--- src/rtl/core/cff_pkg.sv ---
// Package for the continued-fraction convergent block.
// Holds the parity codes and the back-end state type; no dependencies.
`timescale 1ns / 1ps

package cff_pkg;

  // Tangle class from the parities of numerator and denominator
  typedef enum logic [1:0] {
    PAR_ZERO    = 2'd0,
    PAR_ONE     = 2'd1,
    PAR_INF     = 2'd2,
    PAR_INVALID = 2'd3
  } parity_t;

  // Back-end sequencer states
  typedef enum logic [1:0] {
    BK_IDLE,
    BK_DIVIDE,
    BK_DONE
  } back_state_t;

endpackage

--- src/rtl/core/cff_front.sv ---
// Front end: accepts twist entries and runs the convergent recurrence.
// Pushes the finished numerator and denominator into the fraction queue.
`timescale 1ns / 1ps

module cff_front #(
  parameter int VALUE_WIDTH = 16,
  parameter int TWIST_WIDTH = 8
) (
  input  logic                     clk,
  input  logic                     rst,
  input  logic                     accept,
  input  logic [TWIST_WIDTH-1:0]   twist_value,
  input  logic                     last_entry,
  output logic                     frac_push,
  output logic [2*VALUE_WIDTH-1:0] frac_data
);

  localparam int PW = VALUE_WIDTH + TWIST_WIDTH;

  logic [VALUE_WIDTH-1:0] num_current, num_previous, den_current, den_previous;
  logic [PW-1:0]          prod_p, prod_q;
  logic [VALUE_WIDTH-1:0] num_next, den_next;

  // Form the next convergent, wrapping at the value width
  always_comb begin
    prod_p   = {{VALUE_WIDTH{1'b0}}, twist_value} * {{TWIST_WIDTH{1'b0}}, num_current};
    prod_q   = {{VALUE_WIDTH{1'b0}}, twist_value} * {{TWIST_WIDTH{1'b0}}, den_current};
    num_next = prod_p[VALUE_WIDTH-1:0] + num_previous;
    den_next = prod_q[VALUE_WIDTH-1:0] + den_previous;
  end

  // Advance the recurrence; restart it after the last entry
  always_ff @(posedge clk) begin
    if (rst) begin
      num_current  <= VALUE_WIDTH'(1);
      num_previous <= '0;
      den_current  <= '0;
      den_previous <= VALUE_WIDTH'(1);
    end else if (accept) begin
      if (last_entry) begin
        num_current  <= VALUE_WIDTH'(1);
        num_previous <= '0;
        den_current  <= '0;
        den_previous <= VALUE_WIDTH'(1);
      end else begin
        num_current  <= num_next;
        num_previous <= num_current;
        den_current  <= den_next;
        den_previous <= den_current;
      end
    end
  end

  // Hand the finished fraction to the queue
  assign frac_push = accept & last_entry;
  assign frac_data = {num_next, den_next};

endmodule

--- src/rtl/core/cff_queue.sv ---
// Two-entry queue of finished fractions between front and back end.
// Stand-alone; no package use.
`timescale 1ns / 1ps

module cff_queue #(
  parameter int WIDTH = 32
) (
  input  logic             clk,
  input  logic             rst,
  input  logic             push,
  input  logic [WIDTH-1:0] push_data,
  output logic             full,
  input  logic             pop,
  output logic [WIDTH-1:0] pop_data,
  output logic             empty
);

  logic [WIDTH-1:0] slot [2];
  logic             wr_ptr, rd_ptr;
  logic [1:0]       count;
  logic             do_push, do_pop;

  assign full     = count == 2'd2;
  assign empty    = count == 2'd0;
  assign do_push  = push & ~full;
  assign do_pop   = pop & ~empty;
  assign pop_data = slot[rd_ptr];

  // Store the incoming word
  always_ff @(posedge clk) begin
    if (do_push) begin
      slot[wr_ptr] <= push_data;
    end
  end

  // Track pointers and fill level
  always_ff @(posedge clk) begin
    if (rst) begin
      wr_ptr <= 1'b0;
      rd_ptr <= 1'b0;
      count  <= 2'd0;
    end else begin
      if (do_push) begin
        wr_ptr <= ~wr_ptr;
      end
      if (do_pop) begin
        rd_ptr <= ~rd_ptr;
      end
      unique case ({do_push, do_pop})
        2'b10:   count <= count + 2'd1;
        2'b01:   count <= count - 2'd1;
        default: count <= count;
      endcase
    end
  end

endmodule

--- src/rtl/core/cff_back.sv ---
// Back end: bit-serial remainders of numerator and denominator, parity code,
// and the output register. Uses cff_pkg for the parity and state types.
`timescale 1ns / 1ps

module cff_back #(
  parameter int VALUE_WIDTH = 16
) (
  input  logic                     clk,
  input  logic                     rst,
  input  logic                     frac_empty,
  input  logic [2*VALUE_WIDTH-1:0] frac_data,
  output logic                     frac_pop,
  output logic                     empty,
  input  logic                     pop,
  output logic [VALUE_WIDTH-1:0]   numerator,
  output logic [VALUE_WIDTH-1:0]   denominator,
  output logic [VALUE_WIDTH-1:0]   num_mod_den,
  output logic [VALUE_WIDTH-1:0]   den_mod_num,
  output logic                     divide_by_zero,
  output logic [1:0]               parity_code
);

  localparam int CW = $clog2(VALUE_WIDTH + 1);

  cff_pkg::back_state_t state, state_next;

  logic [VALUE_WIDTH-1:0] p_val, q_val;      // operands
  logic [VALUE_WIDTH-1:0] p_shift, q_shift;  // dividends, MSB first
  logic [VALUE_WIDTH-1:0] rem_p, rem_q;      // p mod q, q mod p
  logic [CW-1:0]          step;
  logic                   last_step;
  logic                   load, run, deliver;
  logic                   out_valid;

  logic [VALUE_WIDTH:0]   rem_p_sh, rem_q_sh, diff_p, diff_q;
  logic [VALUE_WIDTH-1:0] rem_p_next, rem_q_next;
  logic                   p_zero, q_zero;
  cff_pkg::parity_t       parity;

  assign last_step = step == CW'(VALUE_WIDTH - 1);

  // Next state
  always_comb begin
    state_next = state;
    unique case (state)
      cff_pkg::BK_IDLE:   if (!frac_empty) state_next = cff_pkg::BK_DIVIDE;
      cff_pkg::BK_DIVIDE: if (last_step) state_next = cff_pkg::BK_DONE;
      cff_pkg::BK_DONE:   if (!out_valid || pop) state_next = cff_pkg::BK_IDLE;
      default:            state_next = cff_pkg::BK_IDLE;
    endcase
  end

  // Sequencer outputs
  always_comb begin
    load    = 1'b0;
    run     = 1'b0;
    deliver = 1'b0;
    unique case (state)
      cff_pkg::BK_IDLE:   load = ~frac_empty;
      cff_pkg::BK_DIVIDE: run = 1'b1;
      cff_pkg::BK_DONE:   deliver = ~out_valid | pop;
      default: ;
    endcase
  end

  assign frac_pop = load;

  always_ff @(posedge clk) begin
    if (rst) begin
      state <= cff_pkg::BK_IDLE;
    end else begin
      state <= state_next;
    end
  end

  // One restoring step for each remainder
  always_comb begin
    rem_p_sh   = {rem_p, p_shift[VALUE_WIDTH-1]};
    rem_q_sh   = {rem_q, q_shift[VALUE_WIDTH-1]};
    diff_p     = rem_p_sh - {1'b0, q_val};
    diff_q     = rem_q_sh - {1'b0, p_val};
    rem_p_next = (rem_p_sh >= {1'b0, q_val}) ? diff_p[VALUE_WIDTH-1:0]
                                             : rem_p_sh[VALUE_WIDTH-1:0];
    rem_q_next = (rem_q_sh >= {1'b0, p_val}) ? diff_q[VALUE_WIDTH-1:0]
                                             : rem_q_sh[VALUE_WIDTH-1:0];
  end

  // Load operands and iterate one bit a cycle
  always_ff @(posedge clk) begin
    if (load) begin
      p_val   <= frac_data[2*VALUE_WIDTH-1:VALUE_WIDTH];
      q_val   <= frac_data[VALUE_WIDTH-1:0];
      p_shift <= frac_data[2*VALUE_WIDTH-1:VALUE_WIDTH];
      q_shift <= frac_data[VALUE_WIDTH-1:0];
      rem_p   <= '0;
      rem_q   <= '0;
      step    <= '0;
    end else if (run) begin
      p_shift <= {p_shift[VALUE_WIDTH-2:0], 1'b0};
      q_shift <= {q_shift[VALUE_WIDTH-2:0], 1'b0};
      rem_p   <= rem_p_next;
      rem_q   <= rem_q_next;
      step    <= step + CW'(1);
    end
  end

  // Classify zero divisors and parity
  always_comb begin
    p_zero = p_val == '0;
    q_zero = q_val == '0;
    priority if (!p_val[0] && !q_val[0]) parity = cff_pkg::PAR_INVALID;
    else if (p_val[0] && q_val[0])       parity = cff_pkg::PAR_ONE;
    else if (p_val[0])                   parity = cff_pkg::PAR_INF;
    else                                 parity = cff_pkg::PAR_ZERO;
  end

  // Hold the result word until it is popped
  always_ff @(posedge clk) begin
    if (rst) begin
      out_valid <= 1'b0;
    end else if (deliver) begin
      out_valid <= 1'b1;
    end else if (pop) begin
      out_valid <= 1'b0;
    end
  end

  always_ff @(posedge clk) begin
    if (deliver) begin
      numerator      <= p_val;
      denominator    <= q_val;
      num_mod_den    <= q_zero ? '0 : rem_p;
      den_mod_num    <= p_zero ? '0 : rem_q;
      divide_by_zero <= p_zero | q_zero;
      parity_code    <= parity;
    end
  end

  assign empty = ~out_valid;

endmodule

--- src/rtl/core/continued_fraction_fraction_parity.sv ---
// Continued-fraction convergent with remainders and tangle parity.
// The front end runs the convergent recurrence on each twist entry and
// queues finished fractions; the back end computes both remainders one
// bit per cycle and holds the result word for the receiver.
//
// Input channel: push with full. An entry is taken when push is high and
// full is low; an entry with last_entry set ends the vector and yields one
// result word, other entries yield none. Entries are taken one per cycle
// while the two-entry fraction queue has room.
// Result channel: empty with pop. The word on the result ports is valid
// while empty is low and leaves when pop is high.
// The back end takes one fraction at a time into the shared bit-serial
// remainder unit; the queue lets the front end go on taking entries.
// When the receiver stalls, the result word holds, the queue fills and then
// full rises. Reset restarts the recurrence at 0/1 and 1/0 and drops all
// queued fractions and results.
// Uses cff_pkg, cff_front, cff_queue and cff_back.
`timescale 1ns / 1ps

module continued_fraction_fraction_parity #(
  parameter int VALUE_WIDTH = 16,
  parameter int TWIST_WIDTH = 8
) (
  input  logic                   clk,
  input  logic                   rst,
  input  logic                   push,
  output logic                   full,
  input  logic [TWIST_WIDTH-1:0] twist_value,
  input  logic                   last_entry,
  output logic                   empty,
  input  logic                   pop,
  output logic [VALUE_WIDTH-1:0] numerator,
  output logic [VALUE_WIDTH-1:0] denominator,
  output logic [VALUE_WIDTH-1:0] num_mod_den,
  output logic [VALUE_WIDTH-1:0] den_mod_num,
  output logic                   divide_by_zero,
  output logic [1:0]             parity_code
);

  logic                     accept;
  logic                     frac_push, frac_pop, frac_empty;
  logic [2*VALUE_WIDTH-1:0] frac_in, frac_out;

  assign accept = push & ~full;

  // Recurrence front end
  cff_front #(
    .VALUE_WIDTH (VALUE_WIDTH),
    .TWIST_WIDTH (TWIST_WIDTH)
  ) u_front (
    .clk         (clk),
    .rst         (rst),
    .accept      (accept),
    .twist_value (twist_value),
    .last_entry  (last_entry),
    .frac_push   (frac_push),
    .frac_data   (frac_in)
  );

  // Decouple front and back
  cff_queue #(
    .WIDTH (2 * VALUE_WIDTH)
  ) u_queue (
    .clk       (clk),
    .rst       (rst),
    .push      (frac_push),
    .push_data (frac_in),
    .full      (full),
    .pop       (frac_pop),
    .pop_data  (frac_out),
    .empty     (frac_empty)
  );

  // Remainder and parity back end
  cff_back #(
    .VALUE_WIDTH (VALUE_WIDTH)
  ) u_back (
    .clk            (clk),
    .rst            (rst),
    .frac_empty     (frac_empty),
    .frac_data      (frac_out),
    .frac_pop       (frac_pop),
    .empty          (empty),
    .pop            (pop),
    .numerator      (numerator),
    .denominator    (denominator),
    .num_mod_den    (num_mod_den),
    .den_mod_num    (den_mod_num),
    .divide_by_zero (divide_by_zero),
    .parity_code    (parity_code)
  );

endmodule
--- config.mk ---
export PLATFORM = sky130hd
export DESIGN_NAME = continued_fraction_fraction_parity
export DESIGN_NICKNAME = d
export VERILOG_FILES = /design/src/rtl/core/cff_pkg.sv /design/src/rtl/core/cff_front.sv /design/src/rtl/core/cff_queue.sv /design/src/rtl/core/cff_back.sv /design/src/rtl/core/continued_fraction_fraction_parity.sv
export SDC_FILE = /design/constraint.sdc
export NUM_CORES = 1
export LEC_CHECK = 0
export BUFFER_PORTS_ARGS = -buffer_cell sky130_fd_sc_hd__buf_2
export CAP_MARGIN = 20
export CELL_PAD_IN_SITES_DETAIL_PLACEMENT = 0
export CELL_PAD_IN_SITES_GLOBAL_PLACEMENT = 2
export CORE_AREA = 2 2 211 213
export DETAILED_ROUTE_END_ITERATION = 8
export DIE_AREA = 0 0 213 215
export PLACE_DENSITY = 0.81
export SLEW_MARGIN = 20
export SYNTH_ARGS = -nofsm -noshare
export SYNTH_HDL_FRONTEND = slang
export SYNTH_SLANG_ARGS = --single-unit
--- constraint.sdc ---
create_clock -name clk -period 10.3 [get_ports clk]
set_input_delay 1.03 -clock clk [delete_from_list [all_inputs] [get_ports clk]]
set_output_delay 1.03 -clock clk [all_outputs]
set_load 0.005 [all_outputs]
* Yosys cells after proc, flatten, opt, wreduce, memory -nomap -nowiden
Memory sizes are Yosys's and may differ from the RTL's. A register that Yosys moved wholly into a read port is not among the register bits.
Cells that the tools add are included.
** Cells by class
- Add/subtract/negate cells :: 7
- $mul :: 2
- Magnitude comparators :: 2
- Equality and inequality tests :: 9
- Muxes and demuxes :: 26
- Bitwise operators :: 11
- Reduce and logical (&&, ||, !) cells :: 15
** Operators by type and width (count)
- 2-to-1 mux 16 bit :: 10
- greater-or-equal comparator 17 x 16 -> 1 bit :: 2
- adder 16 bit :: 2
- zero test 16 bit :: 2
- multiplier 8 x 16 -> 16 bit :: 2
- subtractor 16 bit :: 2
- 2-to-1 mux 2 bit :: 5
- 2-to-1 mux 1 bit :: 9
- equality test 2 bit (second input constant) :: 3
- one-hot mux 2 bit (3 select lines) :: 1
- nonzero test 2 bit :: 3
- adder 5 x 1 -> 5 bit (second input constant) :: 1
- equality test 5 x 4 -> 1 bit (second input constant) :: 1
- NOT 1 bit :: 5
- AND 1 bit :: 4
- equality test 2 x 1 -> 1 bit (second input constant) :: 2
- zero test 2 bit :: 2
- != test 2 x 1 -> 1 bit (second input constant) :: 2
- one-hot mux 2 bit (2 select lines) :: 1
- zero test 1 bit :: 3
- AND reduction 3 bit :: 1
- adder 2 x 1 -> 2 bit (second input constant) :: 1
- logical AND 1 bit :: 2
- != test 2 bit (second input constant) :: 1
- other kinds (4) :: 5
** Storage, ports and cells
- Register bits :: 239
- Bits in writable memories :: 64
- Output and inout port bits :: 69
- Memories :: 1
** Memories
- u_queue.slot :: depth 2, bits a word 32, read ports 1, clocked after Yosys merged registers in 1, write ports 1, line cff_queue.sv:18 : logic [WIDTH-1:0] slot [2];

* Longest topological paths before layout
Gate-level depths: netlist (run 1).
- Depth after elaboration :: 7
- Depth in mapped cells :: 19

* Hierarchy
From an unflattened synthesis (run 1), not the netlist that was laid out.
** Unflattened totals
- Cells, all modules :: 1819
- Area total of the unflattened synthesis :: 19466.2 um^2
** Modules (own cells, without submodules)
- cff_front :: instances 1, cells each 1044, area each 8933.6 um^2, seq. area each 1281.2 um^2
- cff_back :: instances 1, cells each 648, area each 7993.9 um^2, seq. area each 4734.5 um^2
- cff_queue :: instances 1, cells each 126, area each 2524.9 um^2, seq. area each 2021.9 um^2
- continued_fraction_fraction_parity :: instances 1, cells each 1, area each 13.8 um^2, seq. area each 0.0 um^2

* Worst setup path after synthesis (run 1)
Ideal clock, no wire load.
- Kind :: input-to-reg
- From :: input port twist_value[1]
- To :: register u_front.den_current[14]
- Setup time :: 0.116 ns
- Arrival time :: 5.413 ns
- Required time :: 10.184 ns
- Slack :: 4.771 ns
- Stages on the path :: 17
- Buffers on the path :: 2
- Cell sequence :: clkbuf_1 > buf_1 > nand2_1 > fa_1 > inv_1 > fa_1 > fa_1 > inv_1 > fa_1 > inv_1 > ha_1 > o21a_1 > o21ai_0 > a211o_1 > a311oi_1 > mux2_2 > a31o_2
** Between the ends
- Cells in the longest elaborated chain, start to end :: 3
** RTL lines
- start: declaration :: line continued_fraction_fraction_parity.sv:28 : input logic [TWIST_WIDTH-1:0] twist_value,
- multiplier 8 x 16 -> 16 bit :: line cff_front.sv:27 : prod_q = {{VALUE_WIDTH{1'b0}}, twist_value} * {{TWIST_WIDTH{1'b0}}, den_current};
- adder 16 bit :: line cff_front.sv:29 : den_next = prod_q[VALUE_WIDTH-1:0] + den_previous;
- 2-to-1 mux 16 bit :: line cff_front.sv:40 : if (last_entry) begin
- end signal: assignment :: line cff_front.sv:48 : den_current <= den_next;
- end: declaration :: line cff_front.sv:20 : logic [VALUE_WIDTH-1:0] num_current, num_previous, den_current, den_previous;
No other way between the ends.
A chain may end at the register's enable or synchronous reset.

* Final worst setup path (run 1)
- From :: input port twist_value[0]
- To :: register u_front.den_current[14]
Same word-level chain as after synthesis.

==> metrics.txt, run 1 <==
crit path launch type input port; Pins Over Slew Limit 0; Pint 3100 uW; Netlist cell types 69; Post-synth ARST share 0%; fmax 188 MHz; sw frac 36.7%; post-DP HPWL 29.8 mm; Root Driver clkbuf_16; post-synth net total 2065; Switch Pwr 1790 uW; CTS tree built; Post-synth EDFFs 195; Rows 77; largest net degree at the start of global routing 70; worst hold path type reg2reg; vias in the first global route 12900; area leader, netlist edfxtp_1; RSZ-0062 raised after global routing false; Worst Path Max Fanout 32; die width 213 um; sequential share of the synthesized area 41.7%; Vias/cell 5.08; Inserted Diodes 0; Max-Cap Viols 0; Ys Warns 0; Initial Utilization 44.2%; final setup fails 0; postcts setup bufs 0; # hold bufs at CTS 0; Power Density 231 nW/um^2; Detail Route Antenna Nets 0; TNS Setup 0 ns; share of cells above drive strength 1 11.5%; maximum buffer depth of the clock tree 3; Final Power 4890 uW; Worst setup EP type register; Least-Margin Pin Slew 1.05 ns; clock skew after layout 0.0158 ns; peak supply drop 176 uV; register name with the most flops u_queue.slot; fin cells 2476; Hold Fails Final Rpt 0; Syn Inst Count 1815; pre-CTS worst setup slack 4.39 ns; Clk pwr share 23.1%; # DRC 0; die area 45800 um^2; post-synthesis cell area 19300 um^2; number of gates resized after CTS 0; Critical Path RT 10.74 ns; Top FF cell, synth edfxtp_1; Tot GR Track Use 19.0%; TritonRoute pass-1 iters 5; Leak 0.00894 uW; GR Overflow Total 0; most common cell in the netlist inv_1; core area 43600 um^2; final WL 41.3 mm; H-tree levels 2; Tcrit/Tclk final 51.8%; critical path class in2reg; Clock transition at path regs 0.06 ns; PortBufs 81; outcome finished, final reports clean; final worst slack 4.97 ns; Worst slew margin 29.2%; Final min period 5.33 ns; first-pass GRT wire length 68.3 mm; Die Y 215 um; DRT iter0 DRCs 549; Post-synth top cells inv_1 (278), edfxtp_1 (195), fa_1 (150), nand2_1 (145), and2_1 (142); cts bufs inserted 34; Reg power frac 39.2%; area of the multi-input gates 9870 um^2; Nets 2108; Arrival @ worst endpoint 5.77 ns; number of clock sinks 304; WL/cell 16.7 um; vias 12600; clock latency on the worst-skew pair 0.55 ns; max reg flops 64; I/O pin cnt 82; register area 8040 um^2; GPL Wtd Cong 0.861; initial antenna violation count 0; Inst Count DP 2414; top cells by area, synth edfxtp_1 (30%), fa_1 (16%), dfxtp_1 (11%); Yosys top cell area share 30.4%; Yosys reg bits 304; Mapped Avg Cell Area 10.6 um^2; Logic pwr share 37.7%; P&R area growth vs syn 9.95%; # fillers 4057
-- final timing paths --
check	start	slack (ns)	endpoint	depth (start not counted)
worst max-delay path	twist_value[0]	4.97	u_front.den_current[14]$_SDFFE_PP0P_	16
worst min register to register	u_back.step[4]$_SDFFE_PP0P_	0.48	u_back.step[4]$_SDFFE_PP0P_	2
worst min-delay path	u_back.step[4]$_SDFFE_PP0P_	0.48	u_back.step[4]$_SDFFE_PP0P_	2
worst max register to register	u_front.den_current[6]$_SDFFE_PP0P_	5.52	u_front.den_current[14]$_SDFFE_PP0P_	15
-- cell families (layout without fill, tap and decap cells) --
kind of cell / after synthesis / after routing / synth area share, %
AOI/OAI and AO/OA: 235 / 235 / 7.99
buffers and inverters: 365 / 434 / 7.30
muxes: 74 / 74 / 4.25
xor gates and xnor gates: 78 / 78 / 3.68
and+or+nand+nor: 522 / 522 / 13.9
DFF: 304 / 304 / 41.7
adders and majority gates: 237 / 237 / 21.2
-- critical path, stage by stage --
cell and delay (ns):
buf_2 0.62, nand2_1 0.17, fa_1 0.53, inv_1 0.05, fa_1 0.48, fa_1 0.54, inv_1 0.05, fa_1 0.47
inv_1 0.04, ha_1 0.34, o21a_1 0.14, o21ai_0 0.09, a211o_1 0.26, a311oi_1 0.38, mux2_2 0.38, a31o_2 0.20
-- metrics by stage --
stage | area [um^2] | utilization [%] | hold WS [ns]
after global placement | 20200 | 46.3 | 0.468
after detailed placement | 20200 | 46.3 | 0.474
final | 21200 | 48.6 | 0.483
after floorplan | 19300 | - | 0.450
after global routing | 21200 | 48.6 | 0.503
after CTS | 21200 | 48.6 | 0.482
-- layout make-up --
class                   instances  share of cell area (%)
clock buffers                  47                    4.34
clock inverters                15                   0.478
inverters                     280                    4.95
multi-input cells            1146                    46.5
flip-flops and latches        304                    37.9
well taps                     592                    3.49
repair buffers                 92                    2.30
-- metal layers --
metal,wire length [um],GRT usage (%)
met1,19300,25.8
met2,19400,31.1
met3,1630,3.08
met4,977,5.69
met5,0,0
-- cell usage in the layout, fill, tap and decap left out, types with 7 or more instances in the layout --
cell,n
nor3_1,18
clkbuf_16,35
a32o_1,7
nand4_1,8
nand3_1,19
a21oi_1,81
nor4_1,12
a22oi_1,11
xnor2_1,51
o311ai_1,7
xor2_1,25
clkbuf_1,12
o21a_1,8
buf_2,81
mux2i_1,11
nor3b_1,40
fa_1,150
nand2_1,144
dfxtp_1,109
mux2_2,63
o21ai_0,35
buf_4,11
edfxtp_1,195
ha_1,87
o31ai_1,7
a32oi_1,10
and2_1,142
nand2b_1,14
a21o_1,17
or3_1,7
inv_1,278
nor2_1,93
-- power groups by stage --
stage / Sequential, uW / Combinational [uW] / Clock (uW)
3_3_place_gp: 1940 / 1830 / 0
2_1_floorplan: 1820 / 1480 / 0
6_report: 1920 / 1840 / 1130
5_1_grt: 1950 / 2100 / 1220
3_5_place_dp: 1950 / 1850 / 0
4_1_cts: 1920 / 1860 / 1170
(Power assumes the default switching activity.)
==> inputs of run 2 (changes only) <==
CORE_AREA = 2 2 229 231   (was 2 2 211 213)
DIE_AREA = 0 0 231 233   (was 0 0 213 215)
PLACE_DENSITY = 0.72   (was 0.81)
clock period = 4.6 ns   (was 10.3 ns; I/O delays follow)
==> run 2 against run 1 <==
  * Worst hold slack worse by 0.20 ns
  * Sequential power up 130%
  * Highest routed layer unchanged
  * Sequential share of layout area down 2.1 points
  * Global-route usage down 2.1 points
==> metrics.txt, run 2 (synthesis results as in run 1) <==
outcome finished, final reports clean; vias 12800; Max-Cap Viols 0; Reg2Reg Setup Slack 0.17 ns; Tot GR Track Use 16.8%; most frequent cells in the layout inv_1 (278), edfxtp_1 (195), fa_1 (149); worst hold path type in2reg; # fillers 4921; initial antenna violation count 1; Arrival @ worst endpoint 4.73 ns; final core occ 44.1%; P&R area growth vs syn 16.9%; largest net degree at the start of global routing 71; Worst setup EP type register; Clock transition at path regs 0.06 ns; share of cells above drive strength 1 18.1%; DRT iter0 DRCs 567; first-pass GRT wire length 72.0 mm; fmax 226 MHz; max reg flops 64; fin cells 2674; PortBufs 81; peak supply drop 323 uV; Inserted Diodes 0; Initial Utilization 37.8%; GPL Wtd Cong 0.836; hold path endpoint u_back.out_valid$_SDFFE_PP0P_; GR Overflow Total 0; Inst Count DP 2603; Worst slew margin 38.5%; cts bufs inserted 37; clock latency on the worst-skew pair 0.55 ns; Detail Route Antenna Nets 0; r2r startpoint u_front.den_current[6]$_SDFFE_PP0P_; WL/cell 16.5 um; post-DP HPWL 33.0 mm; TNS Setup 0 ns; Worst Path Max Fanout 7; clock skew after layout 0.0135 ns; crit path launch type register; I/O pin cnt 82; Final min period 4.43 ns; final worst slack 0.170 ns; core area 51100 um^2; final setup fails 0; hold_sp pop; Critical Path RT 4.90 ns; H-tree levels 2; Pins Over Slew Limit 0; pre-CTS worst setup slack -0.214 ns; Power Density 525 nW/um^2; final WL 44.0 mm; critical path class reg2reg; Nets 2215; Root Driver clkbuf_16; hold path cells 3; die width 231 um; number of clock sinks 304; Die Y 233 um; commonest non-fill, non-tap cell in the layout inv_1; maximum buffer depth of the clock tree 3; die area 53800 um^2; Least-Margin Pin Slew 0.921 ns; register name with the most flops u_queue.slot; # hold bufs at CTS 0; Hold Fails Final Rpt 0; TritonRoute pass-1 iters 8; Tcrit/Tclk final 96.3%; CTS tree built; RSZ-0062 raised after global routing false; # DRC 0; Rows 83; R2R Path End u_queue.slot[1][15]$_DFFE_PP_; Vias/cell 4.77; FF-to-FF path depth 15; Leak 0.00962 uW; vias in the first global route 13200
[run 2: cell types whose count changed in the layout (fill, tap and decap cells not counted), moves of 2 or more]
| cell | change |
|---|---|
| buf_12 | +7 |
| clkbuf_16 | +3 |
| bufinv_16 | +6 |
| o21ai_1 | +2 |
| clkinv_1 | -2 |
| inv_6 | -3 |
| ha_1 | -4 |
| dfxtp_1 | -19 |
| o21ai_0 | -2 |
| dfxtp_2 | +18 |
| buf_4 | +97 |
| ha_4 | +4 |
[run 2: metrics by stage]
| step | total power, uW | cell area (um^2) | hold slack, ns |
|---|---|---|---|
| after floorplan | 7410 | 19400 | 0.450 |
| after global placement | 8800 | 21200 | 0.465 |
| after detailed placement | 8870 | 21200 | 0.475 |
| after CTS | 12000 | 22500 | 0.249 |
| after global routing | 12700 | 22600 | 0.275 |
| final | 11800 | 22600 | 0.287 |
[run 2: worst max-delay path by stage]
stage                                         from                              endpoint  slack [ns]  depth (start not counted)
2_1_floorplan                       twist_value[2]  u_front.den_current[14]$_SDFFE_PP0P_        0.01                         16
3_3_place_gp                        twist_value[0]  u_front.num_current[15]$_SDFFE_PP0P_       -0.15                         18
3_5_place_dp                        twist_value[0]  u_front.num_current[15]$_SDFFE_PP0P_       -0.21                         18
4_1_cts        u_front.den_current[8]$_SDFFE_PP0P_  u_front.den_current[14]$_SDFFE_PP0P_        0.03                         15
5_1_grt        u_front.den_current[8]$_SDFFE_PP0P_         u_queue.slot[1][15]$_DFFE_PP_        0.01                         16
6_report       u_front.den_current[6]$_SDFFE_PP0P_         u_queue.slot[1][15]$_DFFE_PP_        0.17                         15
[run 2: final cells by class]
| class | instances | area [um^2] | area share (%) |
|---|---|---|---|
| sequential | 304 | 8060 | 35.8 |
| timing repair buffer | 196 | 1360 | 6.01 |
| clock inverter | 18 | 273 | 1.21 |
| tap | 680 | 851 | 3.77 |
| clock buffer | 50 | 1010 | 4.46 |
| multi-input combinational | 1146 | 9950 | 44.1 |
| inverter | 280 | 1050 | 4.66 |
[run 2: per-layer routing]
layer	vias up	wire length (um)	track usage [%]
met5	-	0	0
met4	0	931	4.68
met3	62	1530	2.65
met2	181	19600	27.0
met1	6198	22000	23.6
li1	6316	-	-
[run 2: where the power goes]
group | switching (uW) | internal (uW) | leakage (uW)
registers | 488 | 3830 | 0.00271
logic | 2500 | 1960 | 0.00629
clock network | 1190 | 1890 | 0.000617
total | 4170 | 7670 | 0.00962
[run 2: timing repair]
item	in CTS	in global routing
pin swaps	0	5
setup endpoints to repair	3	24
gates cloned	0	0
resized for setup	1	28
buffers inserted	0	3
[run 2: critical path: stages, from the launching register on]
cell	delay [ns]
dfxtp_4	0.38
buf_4	0.16
and2_1	0.15
fa_1	0.53
inv_1	0.05
fa_1	0.53
inv_1	0.05
fa_1	0.53
inv_1	0.06
fa_1	0.53
inv_1	0.06
ha_4	0.24
or3_1	0.34
o211ai_1	0.10
xnor3_2	0.31
buf_4	0.15
==> inputs of run 3 (changes only) <==
CORE_AREA = 2 2 174 304   (was 2 2 229 231)
DIE_AREA = 0 0 176 306   (was 0 0 231 233)
==> run 3 against run 2 <==
  * Register-to-register slack barely moved
  * Clock skew fell by 0.0050 ns
  * Sequential power fell by 0.9%
  * Cell count fell by 0.60%
  * Worst hold slack improved by 0.0082 ns
  * Routed wire length rose by 4.3%
  * Critical path depth rose by 1
  * First-iteration DRC count rose by 5.6%
  * Design area fell by 1.5%
  * Via count rose by 1.1%
  * Total power fell by 5.2%
  * Critical endpoint is now u_front.den_current[15]$_SDFFE_PP0P_
==> metrics.txt, run 3 (synthesis results as in run 1) <==
hold_sp pop; GRT met2 Usage 34.8%; GPL Wtd Cong 0.826; Least-Margin Pin Slew 0.912 ns; GR Overflow Total 0; H-tree levels 1; PortBufs 81; worst hold path type in2reg; core area 51300 um^2; fmax 226 MHz; Inserted Diodes 0; Clock transition at path regs 0.06 ns; most frequent cells in the layout inv_1 (278), edfxtp_1 (195), fa_1 (149); Initial Utilization 37.6%; M1 GR Usage 18.8%; RSZ-0062 raised after global routing false; crit-path leading delay family adder cells; M3 GR Usage 1.43%; CP Launch Point u_front.den_current[6]$_SDFFE_PP0P_; hold path cells 3; Root Driver clkbuf_16; cts bufs inserted 31; # DRC 0; slowest stage delay, CP 0.55 ns; Critical Path RT 5.05 ns; gr busiest metal met2; Vias/cell 4.85; Final min period 4.43 ns; die area 53900 um^2; Nets 2212; P&R area growth vs syn 15.2%; Arrival @ worst endpoint 4.88 ns; Die Y 306 um; Detail Route Antenna Nets 0; Reg2Reg Setup Slack 0.17 ns; vias 12900; worst-path cell chain buf_4 -> and2_1 -> fa_1 -> inv_1 -> fa_1 -> inv_1 -> fa_1 -> inv_1 -> fa_1 -> inv_1 -> ha_4 -> or3_1 -> o211ai_1 -> xnor3_2 -> a22oi_2 -> nor2_1; peak supply drop 347 uV; register name with the most flops u_queue.slot; Tot GR Track Use 17.4%; Rows 110; Slowest cell on crit path fa_1; clock latency on the worst-skew pair 0.57 ns; Power Density 505 nW/um^2; final setup fails 0; register area 8070 um^2; Hold Fails Final Rpt 0; Tcrit/Tclk final 96.3%; post-DP HPWL 35.7 mm; outcome finished, final reports clean; CTS tree built; # hold bufs at CTS 0; hold path endpoint u_back.out_valid$_SDFFE_PP0P_; max reg flops 64; crit path launch type register; WL/cell 17.3 um; area of the multi-input gates 9970 um^2; FF-to-FF path depth 16; I/O pin cnt 82; DRT iter0 DRCs 599; Leak 0.00948 uW; number of clock sinks 304; Pins Over Slew Limit 0; r2r startpoint u_front.den_current[6]$_SDFFE_PP0P_; # fillers 4940; TritonRoute pass-1 iters 5; Worst setup EP type register; Worst Path Max Fanout 6; share of cells above drive strength 1 17.7%; commonest non-fill, non-tap cell in the layout inv_1; Fin Hold WS 0.295 ns; R2R Path End u_front.den_current[15]$_SDFFE_PP0P_; first-pass GRT wire length 73.4 mm; largest net degree at the start of global routing 68; Worst slew margin 39.2%; final WL 45.9 mm; vias in the first global route 13800; maximum buffer depth of the clock tree 3; initial antenna violation count 0; clock skew after layout 0.00845 ns; Max-Cap Viols 0; number of buffer and inverter instances along the worst setup path 5; die width 176 um; TNS Setup 0 ns; critical path class reg2reg
[run 3: layout make-up]
| cell class | instances | share of cell area (%) |
|---|---|---|
| well taps | 672 | 3.78 |
| clock buffers | 42 | 3.77 |
| repair buffers | 199 | 6.05 |
| multi-input cells | 1146 | 44.9 |
| clock inverters | 15 | 0.484 |
| flip-flops and latches | 304 | 36.3 |
| inverters | 280 | 4.73 |
[run 3: tightest hold or removal path, stage by stage]
cell and delay [ns]:
buf_2 0.08, nand2b_1 0.17, a21oi_1 0.10
[run 3: through the flow]
stage               worst slack (ns)  instance area (um^2)  power (uW)  util (%)  instances
floorplan                     0.0102                 19400        7410         -       1815
global placement              -0.456                 21200        8860      41.3       2601
detailed placement            -0.430                 21200        8940      41.3       2601
CTS                           0.0154                 22100       11400      43.1       2658
global route                0.000672                 22200       12000      43.3       2658
finish                         0.170                 22200       11200      43.3       2658
[run 3: layer usage]
metal  routed length (um)  vias to the layer above
met3                 1090                       78
met4                 1580                        0
li1                     -                     6302
met5                    0                        -
met1                17700                     6324
met2                25500                      193
[run 3: how the worst max path moves through the flow]
stage,slack (ns),end,depth (start not counted)
3_5_place_dp,-0.43,u_front.den_current[15]$_SDFFE_PP0P_,18
3_3_place_gp,-0.46,u_front.den_current[15]$_SDFFE_PP0P_,18
6_report,0.17,u_front.den_current[15]$_SDFFE_PP0P_,16
2_1_floorplan,0.01,u_front.den_current[14]$_SDFFE_PP0P_,16
4_1_cts,0.02,u_front.den_current[15]$_SDFFE_PP0P_,16
5_1_grt,0.0007,u_front.den_current[15]$_SDFFE_PP0P_,16
[run 3: what timing repair did]
item / CTS / global route
pin swaps: 0 / 12
resized for setup: 2 / 29
endpoints found under the hold margin: 0 / 0
setup endpoints to repair: 1 / 24
buffers inserted: 0 / 0
[run 3: where the power goes]
group	leakage [uW]	internal, uW	total (uW)	switching (uW)
sequential	0.00271	3820	4280	456
clock	0.000458	1290	2400	1110
combinational	0.00631	1960	4540	2580
